**config.mk**
```make
export PLATFORM = sky130hd
export DESIGN_NAME = string_escape_decoder_core
export DESIGN_NICKNAME = d
export VERILOG_FILES = /design/src/rtl/core/sed_pkg.sv /design/src/rtl/core/sed_fifo.sv /design/src/rtl/core/sed_front.sv /design/src/rtl/core/sed_back.sv /design/src/rtl/core/string_escape_decoder_core.sv
export SDC_FILE = /design/constraint.sdc
export NUM_CORES = 1
export LEC_CHECK = 0
export ABC_AREA = 1
export ABC_CLOCK_PERIOD_IN_PS = 3700
export BUFFER_PORTS_ARGS = -buffer_cell sky130_fd_sc_hd__buf_2
export CORE_MARGIN = 2
export CORE_UTILIZATION = 66
export CTS_CLUSTER_SIZE = 24
export DETAILED_ROUTE_END_ITERATION = 10
export HOLD_SLACK_MARGIN = 0.05
export PLACE_DENSITY = 0.91
export SYNTH_ARGS = -nofsm -noshare
export SYNTH_HDL_FRONTEND = slang
export SYNTH_SLANG_ARGS = --single-unit
export TNS_END_PERCENT = 1
```
**constraint.sdc**
```tcl
create_clock -name clk -period 3.7 [get_ports clk]
set_input_delay 0.925 -clock clk [delete_from_list [all_inputs] [get_ports clk]]
set_output_delay 0.925 -clock clk [all_outputs]
set_load 0.01 [all_outputs]
```
**src/rtl/core/sed_pkg.sv**
```systemverilog
// Shared types and constants for the string escape decoder.
package sed_pkg;

  localparam int IN_DEPTH_DEF  = 4;
  localparam int OUT_DEPTH_DEF = 2;

  localparam logic [1:0] ST_OK      = 2'd0;
  localparam logic [1:0] ST_WARN    = 2'd1;
  localparam logic [1:0] ST_ILLEGAL = 2'd2;
  localparam logic [1:0] ST_SHORT   = 2'd3;

  localparam logic [7:0] CH_SPACE  = 8'h20;
  localparam logic [7:0] CH_BSLASH = 8'h5C;

  typedef enum logic [1:0] {
    ESC_CODE = 2'd0,
    ESC_U    = 2'd1,
    ESC_ZERO = 2'd2,
    ESC_BAD  = 2'd3
  } esc_kind_t;

  // Classified input word handed from front to back.
  typedef struct packed {
    logic [7:0] ch;
    logic       warn;
    logic       last;
    logic       is_bslash;
    esc_kind_t  esc_kind;
    logic [7:0] esc_code;
    logic       hex_ok;
    logic [3:0] hex_digit;
  } sed_class_t;

  typedef struct packed {
    logic [15:0] code_unit;
    logic [1:0]  status;
    logic        end_of_string;
  } sed_result_t;

endpackage

```
**src/rtl/core/sed_fifo.sv**
```systemverilog
// Small register-based first-in first-out queue.
module sed_fifo #(
  parameter int WIDTH = 8,
  parameter int DEPTH = 2
) (
  input  logic             clk,
  input  logic             rst,
  input  logic             push,
  input  logic [WIDTH-1:0] wr_data,
  output logic             full,
  input  logic             pop,
  output logic [WIDTH-1:0] rd_data,
  output logic             empty
);

  localparam int PW = (DEPTH > 1) ? $clog2(DEPTH) : 1;
  localparam int CW = $clog2(DEPTH + 1);
  localparam logic [CW-1:0] FULL_CNT = CW'(DEPTH);
  localparam logic [PW-1:0] LAST_PTR = PW'(DEPTH - 1);

  logic [WIDTH-1:0] mem [DEPTH];
  logic [PW-1:0]    wr_ptr;
  logic [PW-1:0]    rd_ptr;
  logic [CW-1:0]    count;
  logic             do_push;
  logic             do_pop;

  assign full    = (count == FULL_CNT);
  assign empty   = (count == '0);
  assign do_push = push && !full;
  assign do_pop  = pop && !empty;
  assign rd_data = mem[rd_ptr];

  always_ff @(posedge clk) begin
    if (do_push) begin
      mem[wr_ptr] <= wr_data;
    end
  end

  always_ff @(posedge clk) begin
    if (rst) begin
      wr_ptr <= '0;
      rd_ptr <= '0;
      count  <= '0;
    end else begin
      if (do_push) begin
        wr_ptr <= (wr_ptr == LAST_PTR) ? '0 : wr_ptr + 1'b1;
      end
      if (do_pop) begin
        rd_ptr <= (rd_ptr == LAST_PTR) ? '0 : rd_ptr + 1'b1;
      end
      if (do_push && !do_pop) begin
        count <= count + 1'b1;
      end else if (do_pop && !do_push) begin
        count <= count - 1'b1;
      end
    end
  end

endmodule

```
**src/rtl/core/sed_front.sv**
```systemverilog
// Front end: mode register, byte masking and character classification.
module sed_front import sed_pkg::*; (
  input  logic       clk,
  input  logic       rst,
  input  logic       cfg_we,
  input  logic       cfg_wdata,
  input  logic [7:0] char_byte,
  input  logic       is_last,
  output sed_class_t cls
);

  logic       legacy_mode;
  logic [7:0] mc;
  logic       warn;

  always_ff @(posedge clk) begin
    if (rst) begin
      legacy_mode <= 1'b0;
    end else if (cfg_we) begin
      legacy_mode <= cfg_wdata;
    end
  end

  // Replace non-ASCII bytes by a space unless in legacy mode.
  assign warn = !legacy_mode && char_byte[7];
  assign mc   = warn ? CH_SPACE : char_byte;

  always_comb begin
    cls           = '0;
    cls.ch        = mc;
    cls.warn      = warn;
    cls.last      = is_last;
    cls.is_bslash = (mc == CH_BSLASH);

    unique case (mc)
      8'h61: begin cls.esc_kind = ESC_CODE; cls.esc_code = 8'h07; end // a
      8'h62: begin cls.esc_kind = ESC_CODE; cls.esc_code = 8'h08; end // b
      8'h66: begin cls.esc_kind = ESC_CODE; cls.esc_code = 8'h0C; end // f
      8'h6E: begin cls.esc_kind = ESC_CODE; cls.esc_code = 8'h0A; end // n
      8'h72: begin cls.esc_kind = ESC_CODE; cls.esc_code = 8'h0D; end // r
      8'h74: begin cls.esc_kind = ESC_CODE; cls.esc_code = 8'h09; end // t
      8'h76: begin cls.esc_kind = ESC_CODE; cls.esc_code = 8'h0B; end // v
      8'h27, 8'h22, CH_BSLASH: begin
        cls.esc_kind = ESC_CODE;
        cls.esc_code = mc;
      end
      8'h75:   cls.esc_kind = ESC_U;
      8'h00:   cls.esc_kind = ESC_ZERO;
      default: cls.esc_kind = ESC_BAD;
    endcase

    if (mc >= 8'h30 && mc <= 8'h39) begin
      cls.hex_ok    = 1'b1;
      cls.hex_digit = mc[3:0];
    end else if ((mc >= 8'h61 && mc <= 8'h66) || (mc >= 8'h41 && mc <= 8'h46)) begin
      cls.hex_ok    = 1'b1;
      cls.hex_digit = 4'(mc[3:0] + 4'd9);
    end
  end

endmodule

```
**src/rtl/core/sed_back.sv**
```systemverilog
// Back end: escape state machine that turns classified words into results.
module sed_back import sed_pkg::*; (
  input  logic        clk,
  input  logic        rst,
  input  sed_class_t  cls,
  input  logic        in_valid,
  output logic        take,
  input  logic        out_full,
  output logic        res_push,
  output sed_result_t res
);

  typedef enum logic [3:0] {
    PH_NORMAL = 4'b0001,
    PH_ESCAPE = 4'b0010,
    PH_HEX    = 4'b0100,
    PH_DROP   = 4'b1000
  } phase_t;

  phase_t      phase, phase_next;
  logic [1:0]  hex_count, hex_count_next;
  logic [15:0] hex_value, hex_value_next;
  logic        hex_stopped, hex_stopped_next;
  logic [15:0] shifted;
  logic        digit_in;
  logic [1:0]  ok;

  assign take     = in_valid && !out_full;
  assign ok       = cls.warn ? ST_WARN : ST_OK;
  assign digit_in = !hex_stopped && cls.hex_ok;
  assign shifted  = digit_in ? {hex_value[11:0], cls.hex_digit} : hex_value;

  always_comb begin
    phase_next       = phase;
    hex_count_next   = hex_count;
    hex_value_next   = hex_value;
    hex_stopped_next = hex_stopped;
    res_push         = 1'b0;
    res              = '0;

    if (take) begin
      unique case (phase)
        PH_NORMAL: begin
          if (cls.is_bslash) begin
            if (cls.last) begin
              res_push = 1'b1;
              res      = '{16'd0, ST_SHORT, 1'b1};
            end else begin
              phase_next = PH_ESCAPE;
            end
          end else begin
            res_push = 1'b1;
            res      = '{{8'd0, cls.ch}, ok, cls.last};
          end
        end

        PH_ESCAPE: begin
          phase_next = PH_NORMAL;
          unique case (cls.esc_kind)
            ESC_CODE: begin
              res_push = 1'b1;
              res      = '{{8'd0, cls.esc_code}, ok, cls.last};
            end
            ESC_U: begin
              if (cls.last) begin
                res_push = 1'b1;
                res      = '{16'd0, ST_SHORT, 1'b1};
              end else begin
                phase_next       = PH_HEX;
                hex_count_next   = '0;
                hex_value_next   = '0;
                hex_stopped_next = 1'b0;
              end
            end
            ESC_ZERO: begin
              phase_next = cls.last ? PH_NORMAL : PH_DROP;
              res_push   = 1'b1;
              res        = '{16'd0, ST_SHORT, 1'b1};
            end
            default: begin
              phase_next = cls.last ? PH_NORMAL : PH_DROP;
              res_push   = 1'b1;
              res        = '{16'd0, ST_ILLEGAL, 1'b1};
            end
          endcase
        end

        PH_HEX: begin
          if (hex_count == 2'd3) begin
            // Fourth character: give the value and clear.
            phase_next       = PH_NORMAL;
            hex_count_next   = '0;
            hex_value_next   = '0;
            hex_stopped_next = 1'b0;
            res_push         = 1'b1;
            res              = '{shifted, ok, cls.last};
          end else if (cls.last) begin
            phase_next       = PH_NORMAL;
            hex_count_next   = '0;
            hex_value_next   = '0;
            hex_stopped_next = 1'b0;
            res_push         = 1'b1;
            res              = '{16'd0, ST_SHORT, 1'b1};
          end else begin
            hex_count_next   = hex_count + 2'd1;
            hex_value_next   = shifted;
            hex_stopped_next = !digit_in;
          end
        end

        PH_DROP: begin
          // Drop until the last word of the string.
          if (cls.last) begin
            phase_next = PH_NORMAL;
          end
        end

        default: begin
          phase_next = PH_NORMAL;
        end
      endcase
    end
  end

  always_ff @(posedge clk) begin
    if (rst) begin
      phase       <= PH_NORMAL;
      hex_count   <= '0;
      hex_value   <= '0;
      hex_stopped <= 1'b0;
    end else begin
      phase       <= phase_next;
      hex_count   <= hex_count_next;
      hex_value   <= hex_value_next;
      hex_stopped <= hex_stopped_next;
    end
  end

endmodule

```
**src/rtl/core/string_escape_decoder_core.sv**
```systemverilog
// String escape decoder: byte stream in, 16-bit code units out.
//
// Input queue: drive char_byte/is_last and raise push; a word is taken at
// a clock edge with push high and full low. Result queue: while empty is
// low, code_unit/status/end_of_string show the oldest result; raise pop
// to take it. Each byte gives zero or one result.
// cfg_we/cfg_wdata write legacy_mode; write it only while the block is idle.
// A taken byte is stored in the input queue; the back end reads it there,
// and any result it gives is stored in the result queue for the ports.
// Throughput: one byte per cycle while the result queue has room, set by
// the back-end escape state machine; an IN_DEPTH queue parts front and back.
// When pop is held low, the OUT_DEPTH result queue fills, the back end
// stops, the input queue fills and full rises; no word is lost.
// Reset (rst, synchronous) empties both queues, returns the decoder to
// plain text and clears legacy_mode to 0.
module string_escape_decoder_core import sed_pkg::*; #(
  parameter int IN_DEPTH  = IN_DEPTH_DEF,
  parameter int OUT_DEPTH = OUT_DEPTH_DEF
) (
  input  logic        clk,
  input  logic        rst,
  input  logic        cfg_we,
  input  logic        cfg_wdata,
  input  logic        push,
  output logic        full,
  input  logic [7:0]  char_byte,
  input  logic        is_last,
  output logic        empty,
  input  logic        pop,
  output logic [15:0] code_unit,
  output logic [1:0]  status,
  output logic        end_of_string
);

  sed_class_t  cls_in;
  sed_class_t  cls_q;
  logic        q_empty;
  logic        q_pop;
  logic        res_full;
  logic        res_push;
  sed_result_t res_in;
  sed_result_t res_out;

  sed_front u_front (
    .clk       (clk),
    .rst       (rst),
    .cfg_we    (cfg_we),
    .cfg_wdata (cfg_wdata),
    .char_byte (char_byte),
    .is_last   (is_last),
    .cls       (cls_in)
  );

  sed_fifo #(
    .WIDTH ($bits(sed_class_t)),
    .DEPTH (IN_DEPTH)
  ) u_in_q (
    .clk     (clk),
    .rst     (rst),
    .push    (push),
    .wr_data (cls_in),
    .full    (full),
    .pop     (q_pop),
    .rd_data (cls_q),
    .empty   (q_empty)
  );

  sed_back u_back (
    .clk      (clk),
    .rst      (rst),
    .cls      (cls_q),
    .in_valid (!q_empty),
    .take     (q_pop),
    .out_full (res_full),
    .res_push (res_push),
    .res      (res_in)
  );

  sed_fifo #(
    .WIDTH ($bits(sed_result_t)),
    .DEPTH (OUT_DEPTH)
  ) u_out_q (
    .clk     (clk),
    .rst     (rst),
    .push    (res_push),
    .wr_data (res_in),
    .full    (res_full),
    .pop     (pop),
    .rd_data (res_out),
    .empty   (empty)
  );

  assign code_unit     = res_out.code_unit;
  assign status        = res_out.status;
  assign end_of_string = res_out.end_of_string;

  a_no_push_when_full: assert property (@(posedge clk) disable iff (rst)
    res_push |-> !res_full)
    else $error("result written into a full result queue");

  a_take_only_valid: assert property (@(posedge clk) disable iff (rst)
    q_pop |-> !q_empty)
    else $error("back end took a word from an empty queue");

  a_error_ends_string: assert property (@(posedge clk) disable iff (rst)
    (res_push && (res_in.status == ST_ILLEGAL || res_in.status == ST_SHORT))
      |-> (res_in.end_of_string && res_in.code_unit == 16'd0))
    else $error("error result not marked as end of string");

endmodule
```
; ---- After elaboration in Yosys (flattened, before gate mapping)
; Memories as Yosys holds them, arrays and structs flattened. A register that Yosys moved wholly into a read port is not among the register bits.
; Index checks and enable logic that the tools add are counted.
[totals]
ff_bits = 35
mem_bits_rw = 142
input_bits = 15
output_inout_bits = 21
word_cells = 150
memories = 2
[op_classes]
n_addsub = 10
magnitude_cmp = 6
n_eq_ne = 26
muxes = 58
n_reduce_logical = 37
[mem_list]
columns = memory, words, width, rd, rd_ports_with_merged_regs, wr, line
row1 = u_in_q.mem, 4, 26, 1, 1, 1, sed_fifo.sv:21  ; logic [WIDTH-1:0] mem [DEPTH];
row2 = u_out_q.mem, 2, 19, 1, 1, 1, sed_fifo.sv:21
[ops]
columns = op, n
row1 = 2-to-1 mux 16 bit, 5
row2 = "equality test 8 x 7 -> 1 bit, second input constant", 9
row3 = one-hot mux 8 bit (8 select lines), 1
row4 = one-hot mux 19 bit (3 select lines), 1
row5 = 2-to-1 mux 19 bit, 2
row6 = one-hot mux 11 bit (3 select lines), 1
row7 = one-hot mux 16 bit (2 select lines), 1
row8 = 2-to-1 mux 2 bit, 10
row9 = 2-to-1 mux 4 bit, 5
row10 = 2-to-1 mux 1 bit, 18
row11 = "equality test 8 x 6 -> 1 bit, second input constant", 2
row12 = "greater-or-equal comparator 8 x 7 -> 1 bit, second input constant", 2
row13 = "<= comparator 8 x 7 -> 1 bit, second input constant", 2
row14 = one-hot mux 4 bit (4 select lines), 1
row15 = logical AND 1 bit, 14
row16 = 2-to-1 mux 3 bit, 4
row17 = logical NOT 1 bit, 11
row18 = 2-to-1 mux 11 bit, 1
row19 = "equality test 2 bit, second input constant", 5
row20 = 2-to-1 mux 5 bit, 2
row21 = OR reduction 10 bit, 1
row22 = "adder 2 x 1 -> 2 bit, second input constant", 4
row23 = "greater-or-equal comparator 8 x 6 -> 1 bit, second input constant", 1
row24 = "<= comparator 8 x 6 -> 1 bit, second input constant", 1
row25 = 27 further kinds, 33

; ---- Logic depth before layout (Yosys ltp)
[logic_depth]
word_depth = 9
mapped_depth = 17
mapped_depth_nobuf = 15

; ---- By module
; A second synthesis with hierarchy kept.
[unflattened]
cells_unflattened = 881
hier_area_um2 = 8638.3
[by_module_without_submodules]
columns = module, instances, cells_per_inst, area_each_um2
row1 = sed_fifo (u_in_q), 1, 322, 4351.7
row2 = sed_back, 1, 346, 1948.1
row3 = sed_fifo (u_out_q), 1, 96, 1676.6
row4 = sed_front, 1, 116, 658.1
row5 = string_escape_decoder_core, 1, 1, 3.8

; ---- Least setup slack after synthesis
; Ideal clock, no wire load.
[synth_timing]
path_kind = input to register
startpoint = in push
endpoint = mem u_in_q.mem[0][0] in the netlist's numbering (enable)
setup_ps = 409
t_arrival_ps = 2204
path_slack_ps = 1087
path_stages = 2
path_buffers = 0
path_cell_list = nand2_1 > nor2_1
[synth_between]
elab_chain_len = 3
[synth_rtl]
columns = element, line
row1 = "start, declared", string_escape_decoder_core.sv:24  ; input logic push,
row2 = logical AND 1 bit, sed_fifo.sv:30  ; assign do_push = push && !full;
row3 = 2-to-1 mux 1 bit, sed_fifo.sv:35  ; if (do_push) begin
row4 = 2-to-1 mux 1 bit (implied by the code), sed_fifo.sv:36  ; mem[wr_ptr] <= wr_data;
row5 = "end, declared", sed_fifo.sv:21
; Every way passes these cells.

==> out/summary.md <==
STA classifies the critical path startpoint as a flip-flop. The repair_antennas step left the layout with diodes totalling 0. The fraction of final layout cells sized beyond drive strength 1 was 0.1566. The power per cell area works out to 748.0 nW/um^2.

The logs give 0 for the count of endpoints failing hold in the final timing report and 0 for the post-cts repair resize count. Static timing analysis puts the maximum clock frequency at 357.8 MHz. The detailed-route DRC error count is 0, and the met1 track demand over resource is 0.3453. In this run the core area contains 41 standard-cell rows. Area share of the leading cell type in the synthesized netlist: 0.5042. The met3 demand-to-capacity share in global routing is 0.06282, and the post-synthesis cell area is 8457 sq um.

After detailed routing, the number of vias per cell comes to 5.728. Counting the buffers created by CTS gives 17. Counting every instance in the synthesized netlist gives 864. The floorplan step set the die width to 117.2 um.

Final hold analysis gives a worst-case slack of 484.6 ps. The logs give 8.928 ps for the largest clock skew in the final design and 36 for the number of top-level design ports. Along the worst path, the maximum fanout reaches 19. The final number of setup-violating endpoints is 0.

The all-layer global routing usage came out at 0.2734. The arrival time at the worst endpoint was 1870 ps; the antenna violation net count after detailed routing was 0. After clock tree synthesis, the clock-pin slew on the worst setup and hold paths is 60 ps. The required time reported for the critical path endpoint is 2770 ps. Summed over all instances, the cell type with the most area after synthesis is edfxtp_1. The startpoint identified for the worst hold timing path is u_out_q.rd_ptr$_SDFFE_PP0P_. Synthesis instantiated 42 different standard cells from the library.

The global routing usage on met2 is 0.4670. The initial cell density of the core was 0.6729; the global-route wire length before repair was 27990 um. Setup repair after global routing left no endpoint under its margin. The run finished with clean final reports. The async set-reset flop share out of synthesis came out at 0. The final period utilization is 0.7554, and the clock latency on the worst-skew pair is 440 ps. The longest clock path from root to sink contains 2 buffers. The highest-delay cell along the critical path was dfxtp_1. The number of buffers and inverters on the critical path is 1, and the final estimated routing congestion in global placement is 0.9235. The total core area is 12570 sq um, and the wire length per cell after detailed routing is 16.39 um. At the pin with the least slew margin, the transition time is 891.9 ps. The total leakage power is 3.650 nW, and the flip-flop and latch count after synthesis is 180. The final layout contains 928 nets. For this design, the CTS-stage hold fixing added 0 buffers. In this run, the number of DRC markers left after iteration 0 of detailed routing was 830. The classification of the worst-slack hold path was flip-flop to flip-flop. The port buffer count works out to 35. Initial antenna violation count: 0.

In this run the vertical extent of the chip is 117.2 um. For this run, the number of Yosys warnings is 0. Sorting the synthesized cells by area gives the leading types as edfxtp_1, dfxtp_1, nand2_1. The number of flops mapped to enable cells by yosys was 142. The most used routing layer in global routing was met2. The largest stage delay on the critical path was 860 ps; the via count of the first global-routing pass was 5817. Wire length after detailed routing: 17780 um.

TritonCTS built the clock tree. The summed negative setup slack over all endpoints was 0 ps; the final global-route overflow total was 0. For the post-DP HPWL, the log shows 11060 um. Among cell families on the critical path, the largest total delay comes from flip-flops. Traced cell by cell, the critical path runs through mux2_2 > buf_2. The worst path in the final design needs a cycle of 2795 ps, including I/O delays and setup. The logs give 0 for the number of max-capacitance violations reported and 180 for the clock sink count.

For the post-CTS repair timing setup buffer count, the log shows 0. The die covers 13730 sq um. The sequential cell area fraction in the yosys report is 0.5942.

Post-synthesis to final-layout area growth: 10.21%. Each instance of the synthesized netlist takes up on average 9.788 sq um. Endpoint class of the critical path: an output pin. The number of levels in the clock H-tree was 4.

Root buffer selected by CTS: clkbuf_16. The type of the setup path with the least slack was flip-flop to output pin. The tools report the maximum number of pins on one net before global-route repair as 53. The logs give 6215 for the total number of vias and 0.3949 mV for the worst-case vdd ir drop. The most used flip-flop cell after synthesis is edfxtp_1. Tightest slew margin relative to the limit: 0.4048. For the max-slew violation count, the log shows 0. The number of search-and-repair iterations in the first detailed-routing pass was 6.
==> cells in the final DEF (no fill, tap or decap), drive strengths merged <==
cell	n
nand2	184
nor2	149
edfxtp	142
inv	80
nand3	77
o21ai	59
a21oi	44
buf	43
dfxtp	38
mux2	19
clkbuf	17
ha	12
clkinv	12
o22ai	9
nor3	5
conb	4
o211ai	3
xor2	3
bufinv	3
nand4	2
or2	2
o21a	1
a31oi	1
o211a	1
a211oi	1
fa	1
clkinvlp	1
==> worst reg2reg max path, stage by stage (launching register included) <==
cell,delay [ps]
dfxtp_1,400
buf_4,490
nand2_1,120
nand3_1,120
nand2_2,100
nand2_4,170
nand2_1,110
nor2_1,110
nand2_1,100
nand2_1,110
inv_1,50
ha_1,290
a21oi_1,110
o21ai_0,130
o21ai_0,180
a21oi_1,60
==> area by class of cell <==
cell class / count / area (sq um)
multi-input cells: 577 / 2937
clock inverters: 15 / 163.9
fillers: 803 / 3248
well taps: 172 / 215.2
inverters: 81 / 319.1
repair buffers: 43 / 235.2
clock buffers: 17 / 425.4
flip-flops and latches: 180 / 5025
==> Yosys cell counts (2+ instances only) <==
library cell    n
o21ai_2         2
nand2_2         5
clkbuf_1       11
nand2_1       165
nor3_1          5
a21oi_1        44
nand4_1         2
dfxtp_1        38
buf_6           6
o21ai_0        56
nand2_4        14
inv_4           2
inv_2           3
nand3_2         3
mux2_2         19
edfxtp_1      142
nand3_1        73
inv_1          73
nor2_1        134
o211ai_1        3
nor2_2         15
xor2_1          3
buf_4           2
o22ai_1         9
ha_1           12
buf_2           7
==> metrics by stage <==
step           total power (W)  setup slack, ps  cells    util  cell area, sq um
5_1_grt               0.007367            694.1   1085  0.7416              9320
2_1_floorplan         0.004576             1087    867       -              8468
3_5_place_dp          0.005137            567.4   1053  0.6947              8731
4_1_cts               0.006950            856.5   1085  0.7416              9320
3_3_place_gp          0.005035            725.5   1053  0.6947              8731
6_report              0.006972            905.2   1085  0.7416              9320
==> flip-flops by register name, indices dropped and copies added, names as in the netlist, named ones only <==
signal	count
u_back.hex_value	16
u_back.hex_stopped	1
u_back.phase	4
u_in_q.count	3
u_out_q.wr_ptr	1
u_out_q.mem	38
u_in_q.wr_ptr	2
u_front.legacy_mode	1
u_out_q.rd_ptr	1
u_in_q.mem	104
u_out_q.count	2
u_back.hex_count	2
u_in_q.rd_ptr	2
==> power by group <==
part | internal, W | switching, W
Sequential | 0.00262 | 0.000143
Combinational | 0.000754 | 0.00165
Clock | 0.00105 | 0.000745
Total | 0.00443 | 0.00254
==> worst paths after layout <==
kind	to	slack, ps	cells past startpoint
max	code_unit[1]	910	2
min	flip-flop	480	2
max reg2reg	u_out_q.count[1]$_SDFFE_PP0P_	930	15
min reg2reg	flip-flop	480	2
==> logic make-up (layout without fill, tap and decap cells) <==
family | after synthesis | count (layout) | share of synthesized area
multiplexers | 19 | 19 | 0.02530
other | 1 | 4 | 0.0004434
adder cells (fa/ha/maj) | 13 | 13 | 0.02012
AO/OA/AOI/OAI | 119 | 119 | 0.07486
XOR/XNOR | 3 | 3 | 0.003108
AND/OR/NAND/NOR | 419 | 419 | 0.2209
flip-flops | 180 | 180 | 0.5942
buffers and inverters | 110 | 156 | 0.06110
==> layer usage <==
metal / share of wire / wire length [um]
met5: 0 / 0
met2: 0.51 / 9055
met4: 0.018 / 328
met3: 0.074 / 1317
met1: 0.40 / 7077
No activity file was read; power rests on OpenSTA's default activity.
